--- config.mk ---
export PLATFORM = sky130hd
export DESIGN_NAME = ambient_backlight_ramp_controller_unit
export DESIGN_NICKNAME = d
export VERILOG_FILES = /design/src/design/abrc_pkg.sv /design/src/design/abrc_step.sv /design/src/design/ambient_backlight_ramp_controller_unit.sv
export SDC_FILE = /design/constraint.sdc
export NUM_CORES = 1
export LEC_CHECK = 0
export BUFFER_PORTS_ARGS = -buffer_cell sky130_fd_sc_hd__buf_2
export CAP_MARGIN = 10
export CORE_MARGIN = 1
export CORE_UTILIZATION = 43
export CTS_BUF_LIST = sky130_fd_sc_hd__clkbuf_8 sky130_fd_sc_hd__clkbuf_16
export DETAILED_ROUTE_END_ITERATION = 10
export MAX_ROUTING_LAYER = met4
export SLEW_MARGIN = 30
export SYNTH_ARGS = -nofsm -noshare
export SYNTH_HDL_FRONTEND = slang
export SYNTH_SLANG_ARGS = --single-unit
--- constraint.sdc ---
create_clock -name i_clk -period 9.25 [get_ports i_clk]
set_input_delay 0.4625 -clock i_clk [delete_from_list [all_inputs] [get_ports i_clk]]
set_output_delay 0.4625 -clock i_clk [all_outputs]
set_load 0.01 [all_outputs]
--- src/design/abrc_pkg.sv ---
// abrc_pkg: shared types and constants for the ambient backlight ramp controller
`default_nettype none

package abrc_pkg;

    localparam int LEVEL_W     = 8;
    localparam int POS_W       = 7;
    localparam int CNT_W       = 7;
    localparam int ACC_W       = 24;
    localparam int LUX_W       = 17;
    localparam int CMD_W       = 3;
    localparam int CFG_INDEX_W = 1;
    localparam int CFG_DATA_W  = 8;

    // fixed levels used by the averaging and wake paths
    localparam logic [LEVEL_W-1:0] WAKE_AUTO_LEVEL = 8'd75;
    localparam logic [LEVEL_W-1:0] AVG_TARGET_MAX  = 8'd100;
    localparam logic [LEVEL_W-1:0] AVG_TARGET_MIN  = 8'd1;
    localparam logic [LEVEL_W-1:0] AVG_LOW_LIMIT   = 8'd2;

    localparam logic [LEVEL_W-1:0] WAKE_LEVEL_RESET = 8'd100;

    typedef enum logic [CMD_W-1:0] {
        CMD_SET_MODE = 3'd0,
        CMD_LUX      = 3'd1,
        CMD_TICK     = 3'd2,
        CMD_DIM      = 3'd3,
        CMD_WAKE     = 3'd4
    } t_command;

    typedef enum logic [CFG_INDEX_W-1:0] {
        CFG_WAKE_USES_AUTO    = 1'b0,
        CFG_WAKE_MANUAL_LEVEL = 1'b1
    } t_cfg_index;

    typedef struct packed {
        logic [CMD_W-1:0]   command;
        logic               auto_enable;
        logic [LEVEL_W-1:0] manual_level;
        logic [LUX_W-1:0]   lux;
    } t_in_item;

    typedef struct packed {
        logic [LEVEL_W-1:0] backlight_level;
        logic               level_written;
        logic               display_off;
        logic               ramp_active;
    } t_out_item;

    typedef struct packed {
        logic [LEVEL_W-1:0] current_level;
        logic [LEVEL_W-1:0] written_level;
        logic [LEVEL_W-1:0] ramp_start_level;
        logic [LEVEL_W-1:0] ramp_target_level;
        logic               ramp_downward;
        logic [POS_W-1:0]   ramp_position;
        logic               ramp_running;
        logic               lcd_dimmed;
        logic               auto_mode;
        logic [CNT_W-1:0]   sample_count;
        logic [ACC_W-1:0]   lux_accumulator;
        logic [LEVEL_W-1:0] ramp_diff;
    } t_state;

endpackage

`default_nettype wire

--- src/design/abrc_step.sv ---
// abrc_step: next-state and result logic for one command
`default_nettype none

module abrc_step
    import abrc_pkg::*;
#(
    parameter int AVG_SAMPLES = 8,
    parameter int RAMP_STEPS  = 16,
    parameter int LEVEL_MIN   = 25,
    parameter int LEVEL_MAX   = 100,
    parameter int PROD_W      = 13
) (
    input  wire t_state             i_state,
    input  wire logic [PROD_W-1:0]  i_prod,
    input  wire t_in_item           i_item,
    input  wire logic               i_wake_uses_auto,
    input  wire logic [LEVEL_W-1:0] i_wake_level,
    output t_state                  o_state,
    output logic [PROD_W-1:0]       o_prod,
    output t_out_item               o_result
);

    // exact divide by constant: x / D == (x * ceil(2^(N+l)/D)) >> (N+l), l = clog2(D)
    localparam int AVG_L   = $clog2(AVG_SAMPLES);
    localparam int AVG_S   = ACC_W + AVG_L;
    localparam int AVG_Q_W = ACC_W + 1 - AVG_L;
    localparam longint unsigned AVG_M_L =
        ((64'd1 << AVG_S) + 64'(AVG_SAMPLES) - 64'd1) / 64'(AVG_SAMPLES);
    localparam logic [ACC_W:0] AVG_M = (ACC_W+1)'(AVG_M_L);

    localparam int RS_L = $clog2(RAMP_STEPS);
    localparam int RS_S = PROD_W + RS_L;
    localparam longint unsigned RS_M_L =
        ((64'd1 << RS_S) + 64'(RAMP_STEPS) - 64'd1) / 64'(RAMP_STEPS);
    localparam logic [PROD_W:0] RS_M = (PROD_W+1)'(RS_M_L);

    localparam logic [CNT_W-1:0]      AVG_CNT   = CNT_W'(AVG_SAMPLES);
    localparam logic [POS_W-1:0]      RS_POS    = POS_W'(RAMP_STEPS);
    localparam logic [LEVEL_W-1:0]    L_MIN_8   = LEVEL_W'(LEVEL_MIN);
    localparam logic [LEVEL_W-1:0]    L_MAX_8   = LEVEL_W'(LEVEL_MAX);
    localparam logic signed [LEVEL_W+1:0] L_MIN_S = (LEVEL_W+2)'(LEVEL_MIN);
    localparam logic signed [LEVEL_W+1:0] L_MAX_S = (LEVEL_W+2)'(LEVEL_MAX);

    logic [ACC_W-1:0]             acc_sum;
    logic [CNT_W-1:0]             cnt_inc;
    logic [2*ACC_W:0]             avg_prod;
    logic [AVG_Q_W-1:0]           avg_q;
    logic [LEVEL_W-1:0]           avg_tgt;
    logic [2*PROD_W+1:0]          ramp_prod;
    logic [LEVEL_W-1:0]           ramp_off;
    logic signed [LEVEL_W+1:0]    ramp_lvl;
    logic signed [LEVEL_W+1:0]    tick_lvl;
    logic                         ramp_go;
    logic [LEVEL_W-1:0]           ramp_tgt;
    logic [LEVEL_W-1:0]           diff;
    logic [LEVEL_W+POS_W-1:0]     start_prod;
    logic                         wr_go;
    logic signed [LEVEL_W+1:0]    wr_req;
    logic signed [LEVEL_W+1:0]    wr_val;
    t_state                       n_st;
    logic [PROD_W-1:0]            n_prod;

    // lux averaging
    assign acc_sum  = i_state.lux_accumulator + ACC_W'(i_item.lux);
    assign cnt_inc  = i_state.sample_count + CNT_W'(1);
    assign avg_prod = acc_sum * AVG_M;
    assign avg_q    = avg_prod[AVG_S +: AVG_Q_W];

    always_comb begin
        if (avg_q < AVG_Q_W'(AVG_LOW_LIMIT)) begin
            avg_tgt = AVG_TARGET_MIN;
        end else if (avg_q > AVG_Q_W'(AVG_TARGET_MAX)) begin
            avg_tgt = AVG_TARGET_MAX;
        end else begin
            avg_tgt = avg_q[LEVEL_W-1:0];
        end
    end

    // ramp offset from the kept diff*position product
    assign ramp_prod = i_prod * RS_M;
    assign ramp_off  = ramp_prod[RS_S +: LEVEL_W];
    assign ramp_lvl  = i_state.ramp_downward
                     ? $signed({2'b00, i_state.ramp_start_level}) - $signed({2'b00, ramp_off})
                     : $signed({2'b00, i_state.ramp_start_level}) + $signed({2'b00, ramp_off});

    always_comb begin
        n_st     = i_state;
        n_prod   = i_prod;
        ramp_go  = 1'b0;
        ramp_tgt = '0;
        wr_go    = 1'b0;
        wr_req   = '0;
        tick_lvl = ramp_lvl;
        diff     = '0;
        start_prod = '0;
        wr_val   = '0;

        unique case (i_item.command)
            CMD_SET_MODE: begin
                n_st.auto_mode     = i_item.auto_enable;
                n_st.current_level = i_item.manual_level;
                wr_go  = 1'b1;
                wr_req = $signed({2'b00, i_item.manual_level});
            end
            CMD_LUX: begin
                if (i_state.auto_mode) begin
                    n_st.lux_accumulator = acc_sum;
                    n_st.sample_count    = cnt_inc;
                    if (cnt_inc >= AVG_CNT) begin
                        n_st.sample_count    = '0;
                        n_st.lux_accumulator = '0;
                        ramp_go  = !i_state.lcd_dimmed;
                        ramp_tgt = avg_tgt;
                    end
                end
            end
            CMD_TICK: begin
                if (i_state.ramp_running) begin
                    if (i_state.ramp_position < RS_POS) begin
                        n_st.ramp_position = i_state.ramp_position + POS_W'(1);
                        n_prod = i_prod + PROD_W'(i_state.ramp_diff);
                    end else begin
                        tick_lvl = $signed({2'b00, i_state.ramp_target_level});
                        n_st.ramp_position = '0;
                        n_st.ramp_running  = 1'b0;
                        n_prod = '0;
                    end
                    n_st.current_level = tick_lvl[LEVEL_W-1:0];
                    wr_go  = 1'b1;
                    wr_req = tick_lvl;
                end
            end
            CMD_DIM: begin
                n_st.lcd_dimmed = 1'b1;
                ramp_go  = 1'b1;
                ramp_tgt = '0;
            end
            CMD_WAKE: begin
                if (i_state.lcd_dimmed) begin
                    n_st.lcd_dimmed = 1'b0;
                    ramp_go  = 1'b1;
                    ramp_tgt = i_wake_uses_auto ? WAKE_AUTO_LEVEL : i_wake_level;
                end
            end
            default: begin
            end
        endcase

        // ramp start, position is kept so the product is rebuilt from it
        if (ramp_go && (n_st.current_level != ramp_tgt)) begin
            if (n_st.current_level > ramp_tgt) begin
                n_st.ramp_downward = 1'b1;
                diff = n_st.current_level - ramp_tgt;
            end else begin
                n_st.ramp_downward = 1'b0;
                diff = ramp_tgt - n_st.current_level;
            end
            n_st.ramp_diff         = diff;
            n_st.ramp_target_level = ramp_tgt;
            n_st.ramp_running      = 1'b1;
            n_st.ramp_start_level  = n_st.current_level;
            start_prod = diff * n_st.ramp_position;
            n_prod     = start_prod[PROD_W-1:0];
        end

        // level write with clamp, clamp also moves current and start levels
        if (wr_go && ($signed({2'b00, n_st.written_level}) != wr_req)) begin
            wr_val = wr_req;
            if (wr_val < L_MIN_S) begin
                wr_val = L_MIN_S;
                n_st.current_level    = L_MIN_8;
                n_st.ramp_start_level = L_MIN_8;
            end
            if (wr_val > L_MAX_S) begin
                wr_val = L_MAX_S;
                n_st.current_level    = L_MAX_8;
                n_st.ramp_start_level = L_MAX_8;
            end
            n_st.written_level = wr_val[LEVEL_W-1:0];
        end
    end

    assign o_state = n_st;
    assign o_prod  = n_prod;

    assign o_result.backlight_level = n_st.written_level;
    assign o_result.level_written   = (n_st.written_level != i_state.written_level);
    assign o_result.display_off     = n_st.lcd_dimmed;
    assign o_result.ramp_active     = n_st.ramp_running;

endmodule

`default_nettype wire

--- src/design/ambient_backlight_ramp_controller_unit.sv ---
// ambient_backlight_ramp_controller_unit: top level of the backlight ramp controller
//
//  channel   direction  handshake                   beat
//  command   in         i_in_valid / o_in_stall     t_in_item  i_in
//  result    out        o_out_valid / i_out_stall   t_out_item o_out
//  config    in         i_cfg_we                    i_cfg_index, i_cfg_data
//
//  one command beat per cycle sustained while the result is not stalled
//  each beat passes the input register then the result register, with the step logic between
//  a stalled result holds the step register, the input register still fills behind it
//  reset (synchronous, active low) clears all level, ramp and averaging state
//  config is taken the cycle i_cfg_we is high, wake level resets to 100
`default_nettype none

module ambient_backlight_ramp_controller_unit
    import abrc_pkg::*;
#(
    parameter int AVG_SAMPLES = 8,
    parameter int RAMP_STEPS  = 16,
    parameter int LEVEL_MIN   = 25,
    parameter int LEVEL_MAX   = 100
) (
    input  wire logic                   i_clk,
    input  wire logic                   i_rst_n,
    input  wire logic                   i_in_valid,
    input  wire t_in_item               i_in,
    output logic                        o_in_stall,
    output logic                        o_out_valid,
    output t_out_item                   o_out,
    input  wire logic                   i_out_stall,
    input  wire logic                   i_cfg_we,
    input  wire logic [CFG_INDEX_W-1:0] i_cfg_index,
    input  wire logic [CFG_DATA_W-1:0]  i_cfg_data
);

    // diff*position fits this many bits since position never passes RAMP_STEPS
    localparam int PROD_W = LEVEL_W + $clog2(RAMP_STEPS + 1);

    // input register
    logic      r_in_valid;
    t_in_item  r_in;
    // result register
    logic      r_out_valid;
    t_out_item r_out;
    // controller state
    t_state              r_state;
    logic [PROD_W-1:0]   r_prod;
    logic                r_wake_uses_auto;
    logic [LEVEL_W-1:0]  r_wake_level;

    t_state              n_state;
    logic [PROD_W-1:0]   n_prod;
    t_out_item           n_out;

    logic advance;
    logic in_take;

    // the step fires when an input beat is held and the result register is free or being emptied
    assign advance    = r_in_valid && (!r_out_valid || !i_out_stall);
    assign in_take    = i_in_valid && (!r_in_valid || advance);
    assign o_in_stall = r_in_valid && !advance;

    assign o_out_valid = r_out_valid;
    assign o_out       = r_out;

    abrc_step #(
        .AVG_SAMPLES (AVG_SAMPLES),
        .RAMP_STEPS  (RAMP_STEPS),
        .LEVEL_MIN   (LEVEL_MIN),
        .LEVEL_MAX   (LEVEL_MAX),
        .PROD_W      (PROD_W)
    ) u_step (
        .i_state          (r_state),
        .i_prod           (r_prod),
        .i_item           (r_in),
        .i_wake_uses_auto (r_wake_uses_auto),
        .i_wake_level     (r_wake_level),
        .o_state          (n_state),
        .o_prod           (n_prod),
        .o_result         (n_out)
    );

    // input beat register, payload needs no reset
    always_ff @(posedge i_clk) begin
        if (!i_rst_n) begin
            r_in_valid <= 1'b0;
        end else begin
            r_in_valid <= in_take || (r_in_valid && !advance);
        end
        if (in_take) begin
            r_in <= i_in;
        end
    end

    // result beat register
    always_ff @(posedge i_clk) begin
        if (!i_rst_n) begin
            r_out_valid <= 1'b0;
        end else if (advance) begin
            r_out_valid <= 1'b1;
        end else if (!i_out_stall) begin
            r_out_valid <= 1'b0;
        end
        if (advance) begin
            r_out <= n_out;
        end
    end

    // controller state moves once per command
    always_ff @(posedge i_clk) begin
        if (!i_rst_n) begin
            r_state <= '0;
            r_prod  <= '0;
        end else if (advance) begin
            r_state <= n_state;
            r_prod  <= n_prod;
        end
    end

    // configuration registers
    always_ff @(posedge i_clk) begin
        if (!i_rst_n) begin
            r_wake_uses_auto <= 1'b0;
            r_wake_level     <= WAKE_LEVEL_RESET;
        end else if (i_cfg_we) begin
            unique case (i_cfg_index)
                CFG_WAKE_USES_AUTO:    r_wake_uses_auto <= i_cfg_data[0];
                CFG_WAKE_MANUAL_LEVEL: r_wake_level     <= i_cfg_data[LEVEL_W-1:0];
                default: begin
                end
            endcase
        end
    end

endmodule

`default_nettype wire
### Word-level counts from Yosys, hierarchy flattened

Cells that the tools add are included.
Widths: inputs -> output; s select.

* add/subtract/negate cells: 8
* multipliers: 1
* magnitude comparators: 7
* equality and inequality tests: 8
* multiplexer cells: 44
* bitwise gates (word level): 1
* reduce and logical (&&, ||, !) cells: 22

Operators by type and width (number)
* $mux 8: 16
* $mux 13: 4
* $mux 10: 5
* $pmux 8 s2: 2
* $mux 31: 1
* $add 24x17->24: 1
* $mux 24: 1
* $gt 21x7->1 const B: 1
* $lt 21x2->1 const B: 1
* $pmux 10 s2: 1
* $mux 17: 1
* $ne 8x8->1: 2
* $sub 8x8->8: 2
* $add 7x1->7 const B: 2
* $add 13x8->13: 1
* $mul 8x7->13: 1
* $gt 10x8->1 const B: 1
* $lt 10x6->1 const B: 1
* $ne 9x10->1: 1
* $add 8x8->9: 1
* $mux 1: 9
* $sub 8x8->9: 1
* $gt 8x8->1: 1
* $reduce_and 2->1: 4
* other kinds (16): 30

* register bits: 146

### Depth between registers and ports, before layout

* depth after elaboration: 14
* gate-level depth with buffers: 42
* gate-level depth less buffers: 40

### Hierarchy

From an unflattened synthesis, not the netlist that was laid out.

* cells, all modules: 1559
* area, all modules: 12941.2 µm²

Modules (own cells, without submodules)
* abrc_step: instances 1, cells each 1049, area each 7153.1 µm², sequential area each 0.0 µm²
* ambient_backlight_ramp_controller_unit: instances 1, cells each 510, area each 5788.1 µm², sequential area each 3323.2 µm²

### Least setup slack after synthesis

No wires, ideal clock.

* kind: register -> register
* start point: register r_in[0] in the netlist's numbering
* end point: register r_prod[11]
* library setup time: 87 ps
* arrival: 9061 ps
* setup slack: 102 ps
* stages on the path, launching flop included: 42
* buffers on the path: 2
* period minus slack after synthesis: 9148 ps
* path through: edfxtp_1 -> ha_1 -> inv_1 -> fa_1 -> nor2b_1 -> o21ai_0 -> a21o_1 -> a211o_1 -> a21boi_0 -> o221ai_1 -> a31o_2 -> and4_1 -> clkbuf_1 -> a31oi_1 -> inv_1 -> ha_1 -> fa_1 -> nand3b_1 -> [6 not listed] -> xnor2_1 -> nor2_1 -> fa_1 -> inv_1 -> fa_1 -> inv_1 -> fa_1 -> inv_1 -> fa_1 -> inv_1 -> ha_1 -> a21oi_1 -> o21ai_0 -> a21o_1 -> a21oi_1 -> xnor2_1 -> xnor3_1 -> o31ai_1

* longest elaborated chain between the ends: 12

Ends and longest elaborated chain
* start: declaration: RTL line ambient_backlight_ramp_controller_unit.sv:41 `t_in_item r_in;`
* start signal: assignment: RTL line ambient_backlight_ramp_controller_unit.sv:91 `r_in <= i_in;`
* $add 24x17->24 *: RTL line abrc_step.sv:64 `assign acc_sum = i_state.lux_accumulator + ACC_W'(i_item.lux);`
* $gt 21x7->1: RTL line abrc_step.sv:72 `end else if (avg_q > AVG_Q_W'(AVG_TARGET_MAX)) begin`
* $mux 8: RTL line abrc_step.sv:72
* $mux 8 *: RTL line abrc_step.sv:70 `if (avg_q < AVG_Q_W'(AVG_LOW_LIMIT)) begin`
* $mux 8 *: RTL line abrc_step.sv:109 `if (cnt_inc >= AVG_CNT) begin`
* $mux 8 *: RTL line abrc_step.sv:106 `if (i_state.auto_mode) begin`
* $pmux 8 s2 *: RTL line abrc_step.sv:98 `unique case (i_item.command)`
* net u_step.ramp_tgt[0]: RTL line abrc_step.sv:54 `logic [LEVEL_W-1:0] ramp_tgt;`
* $sub 8x8->8 (tied with other cells): RTL line abrc_step.sv:156 `diff = ramp_tgt - n_st.current_level;`
* $mux 8: RTL line abrc_step.sv:151 `if (n_st.current_level > ramp_tgt) begin`
* $mux 8: RTL line abrc_step.sv:150 `if (ramp_go && (n_st.current_level != ramp_tgt)) begin`
* $mul 8x7->13: RTL line abrc_step.sv:162 `start_prod = diff * n_st.ramp_position;`
* $mux 13: RTL line abrc_step.sv:150
* end signal: assignment: RTL line ambient_backlight_ramp_controller_unit.sv:116 `r_prod <= n_prod;`
* end: declaration: RTL line ambient_backlight_ramp_controller_unit.sv:47 `logic [PROD_W-1:0] r_prod;`

Mark *: on every way through the listed nets, which the timed path passes. The rest lies on a longest branch. The select of a mux whose other input is x is not followed.
A chain may end at the register's enable or synchronous reset.

### Worst setup path after layout

* start point: register r_state[8] in the netlist's numbering
* end point: register r_prod[11]

* longest elaborated chain between the ends: 12

Ends and longest elaborated chain
* start: declaration: RTL line ambient_backlight_ramp_controller_unit.sv:46 `t_state r_state;`
* start signal: assignment: RTL line ambient_backlight_ramp_controller_unit.sv:115 `r_state <= n_state;`
* $add 24x17->24 *: RTL line abrc_step.sv:64
* $gt 21x7->1: RTL line abrc_step.sv:72
* $mux 8: RTL line abrc_step.sv:72
* $mux 8 *: RTL line abrc_step.sv:70
* $mux 8 *: RTL line abrc_step.sv:109
* $mux 8 *: RTL line abrc_step.sv:106
* $pmux 8 s2 *: RTL line abrc_step.sv:98
* net u_step.ramp_tgt[0]: RTL line abrc_step.sv:54
* $sub 8x8->8 (tied with other cells): RTL line abrc_step.sv:156
* $mux 8: RTL line abrc_step.sv:151
* $mux 8: RTL line abrc_step.sv:150
* $mul 8x7->13: RTL line abrc_step.sv:162
* $mux 13: RTL line abrc_step.sv:150

Marked as above.

==> results by group <==
Placed design
  – Buffers on Ports: 55
  – Dpl hpwl: 23,100 um
  – Routability cong.: 0.900
  – Pre-CTS setup slack: -0.0969 ns

Detailed routing
  – WL/cell: about 18 um
  – DRC violations left: 0
  – Vias post-DR: 10,200
  – ANT nets after route: 0
  – Routed WL: 31,500 um
  – First-pass DRT Iterations: 7
  – Via density: 5.81
  – DRT iter0 DRCs: 824

GRT
  – Initial antenna violation count: 0
  – First-pass GRT wire length: between 50,000 and 60,000 um
  – Largest net degree at the start of global routing: 82
  – Total global routing overflow: 0
  – Vias in the first global route: roughly 9,600
  – Gr usage total: around a quarter

Clocking
  – CTS tree: built
  – Clock Latency Late Sink: 0.43 ns
  – Clock root cell: clkbuf_16
  – CTS clk-pin slew, worst paths: 0.07 ns
  – Max clock buf depth: 2
  – H-tree depth: 4
  – CTS Buf Count: 17
  – CTS sink cnt: approximately 150

Setup path
  – Worst path max stage delay: 0.56 ns
  – Startpoint types: register
  – Required @ worst endpoint: roughly 9.6 ns
  – Worst path bufs/invs: 6
  – Worst Path Arrival: slightly above 9 ns
  – Crit path capture type: register
  – CP top delay family: adder cells
  – Critical-path top delay cell: fa_1
  – CP Max Fanout: 7
  – R2r setup slk: 0.37 ns
  – Critical path class: reg -> reg

Floorplanning
  – Die Width: roughly 160 um
  – Die area: about 26,000 sq um
  – Core Rows: 58
  – IO Pins: 56
  – Starting Density: 43.8%
  – Total core area: 25,200 sq um
  – Die Y: roughly 160 um

Synthesis
  – Yosys warns: 0
  – Post-synth EDFFs: 40
  – Top FF cell, synth: dfxtp_1
  – Post-Synthesis Cell Area: roughly 11,000 sq um
  – Synth unique cells: 90
  – Syn Inst Count: roughly 1,300
  – Seq cells post-synth: approximately 150
  – Synthesized Nets: about 1,500
  – Share of flip-flops with an asynchronous set or reset: 0%
  – Mapped Avg Cell Area: 8.28 sq um
  – Register area share after synthesis: around 30%

STA
  – Minimum clock period: about 8.9 ns
  – Clk_skew: between 0.009 and 0.01 ns
  – Final period utilization: a little over nine tenths
  – Max Clock Freq: about 0.11 GHz
  – Unrepaired setup endpoints after global routing: yes
  – Worst relative slew slack: about a third
  – Final hold vios: 0
  – Worst slew pin tran: between 0.9 and 1 ns
  – Setup Viol. Count Final: 0
  – Final WS setup: approximately 0.37 ns
  – Fin. max-slew vios: 0

Power and ir drop
  – Cell-internal power: 1.25 mW
  – Psw: 0.495 mW
  – Cell Pwr Density: 138 nW/um^2
  – Switching share of power: approximately 28%
  – Sequential share of power: 39.3%
  – P_leak: about 5.3 nW
  – Max VDD drop: around 0.096 mV
  – Comb power frac: 17.9%
  – Clock power frac: 42.8%

Finish
  – Share of layout cells above drive strength 1: between 15 and 20%
  – Util after Layout: about half
  – Area Overhead vs Synth: 14.4%
  – Antenna Cells: 0
  – Final net count: around 1,600

Outcome
  – Run status: completed

Min path
  – Worst Hold Class: in -> reg

Job
  – Max-cap violations: 0
logic make-up (layout without fill, tap and decap cells):
kind of cell	after synthesis	count (layout)	share of synthesized area, %
muxes	19	19	1.85
DFF	145	145	29.9
and+or+nand+nor	467	467	20.1
buffers and inverters	150	237	5.43
adders and majority gates	114	114	15.2
xor gates and xnor gates	40	40	3.30
AOI/OAI and AO/OA	398	398	24.2
sequential cells by signal (all words and copies together) (netlist names):
register / cells
o_out_valid: 1
r_wake_uses_auto: 1
r_state: 82
o_out: 11
r_wake_level: 8
r_in_valid: 1
r_prod: 12
r_in: 29
cell type report:
class / instances / area, sq um
fill: 2434 / 12600
multi-input combinational: 1038 / 7220
sequential: 145 / 3300
clock inverter: 15 / 194
inverter: 90 / 338
timing repair buffer: 115 / 729
tap: 330 / 413
clock buffer: 17 / 425
timing repair:
action / CTS / global route
hold endpoints to repair: 0 / 0
endpoints found under the setup margin: 1 / 5
setup buffers: 0 / 8
pin swaps: 0 / 13
hold buffers: 0 / 0
resized for setup: 3 / 21
power by group through the flow:
stage	Combinational (mW)	Clock [mW]	Sequential (mW)
after floorplan	0.194	0	0.695
after global placement	0.292	0	0.698
after detailed placement	0.295	0	0.699
after CTS	0.299	0.756	0.685
after global routing	0.343	0.780	0.687
final	0.312	0.746	0.685
synth_stat cells, drive strengths merged (9+ instances only):
cell type	instances	area, sq um
dfxtp	105	2100
nand4	14	93.8
mux2	11	124
and3	18	113
nand2	111	417
a22oi	16	120
a21oi	110	551
nor2b	11	68.8
o211ai	13	97.6
ha	81	1010
o21a	12	90.1
buf	17	97.6
a211oi	34	268
xor2	12	105
o21bai	9	67.6
or3	10	62.6
xnor2	27	236
edfxtp	40	1200
o21ai	64	324
a31oi	19	119
and2	9	56.3
nand3	32	170
nor3	37	206
fa	33	661
a21o	27	203
nor2	173	652
or2	18	113
inv	90	338
clkbuf	43	164
worst register-to-register path, delay by kind of cell, from the launching register on:
family / cells / cell delay [ns]
compound gates: 16 / 3.21
xor+xnor: 3 / 0.60
fa+ha+maj: 9 / 3.55
buf+inv: 6 / 0.31
simple gates: 5 / 0.78
flops: 1 / 0.34
cell usage in the layout (no fill, tap or decap), types with 9 or more instances in the layout:
cell | synthesis | routed
a211oi_1 | 33 | 31
a21o_1 | 27 | 27
a21oi_1 | 110 | 103
a22oi_1 | 16 | 16
a31oi_1 | 19 | 18
and2_1 | 9 | 9
and3_1 | 18 | 18
buf_2 | 6 | 55
buf_4 | 3 | 59
clkbuf_16 | 0 | 17
dfxtp_1 | 105 | 105
edfxtp_1 | 40 | 40
fa_1 | 33 | 33
ha_1 | 81 | 81
inv_1 | 89 | 92
mux2_2 | 11 | 11
nand2_1 | 111 | 111
nand3_1 | 30 | 30
nand4_1 | 13 | 13
nor2_1 | 172 | 170
nor2b_1 | 11 | 9
nor3_1 | 34 | 34
o211ai_1 | 13 | 13
o21a_1 | 12 | 12
o21ai_0 | 61 | 58
o21bai_1 | 9 | 9
or2_2 | 18 | 18
or3_1 | 10 | 10
xnor2_1 | 27 | 27
xor2_1 | 12 | 12
per-stage QoR:
| step | cell area [sq um] | setup TNS (ns) | cells | total power [mW] | hold slack [ns] |
|---|---|---|---|---|---|
| 6_report | 12600 | 0 | 1750 | 1.74 | 0.206 |
| 5_1_grt | 12600 | -0.0411 | 1750 | 1.81 | 0.193 |
| 4_1_cts | 12500 | 0 | 1742 | 1.74 | 0.189 |
| 3_5_place_dp | 11900 | -0.0969 | 1710 | 0.994 | 0.446 |
| 3_3_place_gp | 11900 | 0 | 1710 | 0.991 | 0.439 |
| 2_1_floorplan | 11000 | 0 | 1333 | 0.889 | 0.431 |
metal layers:
metal,share of wire (%),up-vias,GRT usage (%)
met4,1.3,0,6.26
li1,-,4982,-
met3,4.9,37,2.50
met5,0,-,-
met1,48,4863,34.2
met2,46,277,39.6
worst paths after layout:
| kind | cells after the start | to | from |
|---|---|---|---|
| min | 1 | r_in[21] | i_in[21] |
| min reg2reg | 2 | r_state[39] | r_state[39] |
| max | 39 | r_prod[11] | r_state[8] |
| max reg2reg | 39 | r_prod[11] | r_state[8] |
No activity file was read; power rests on OpenSTA's default activity.
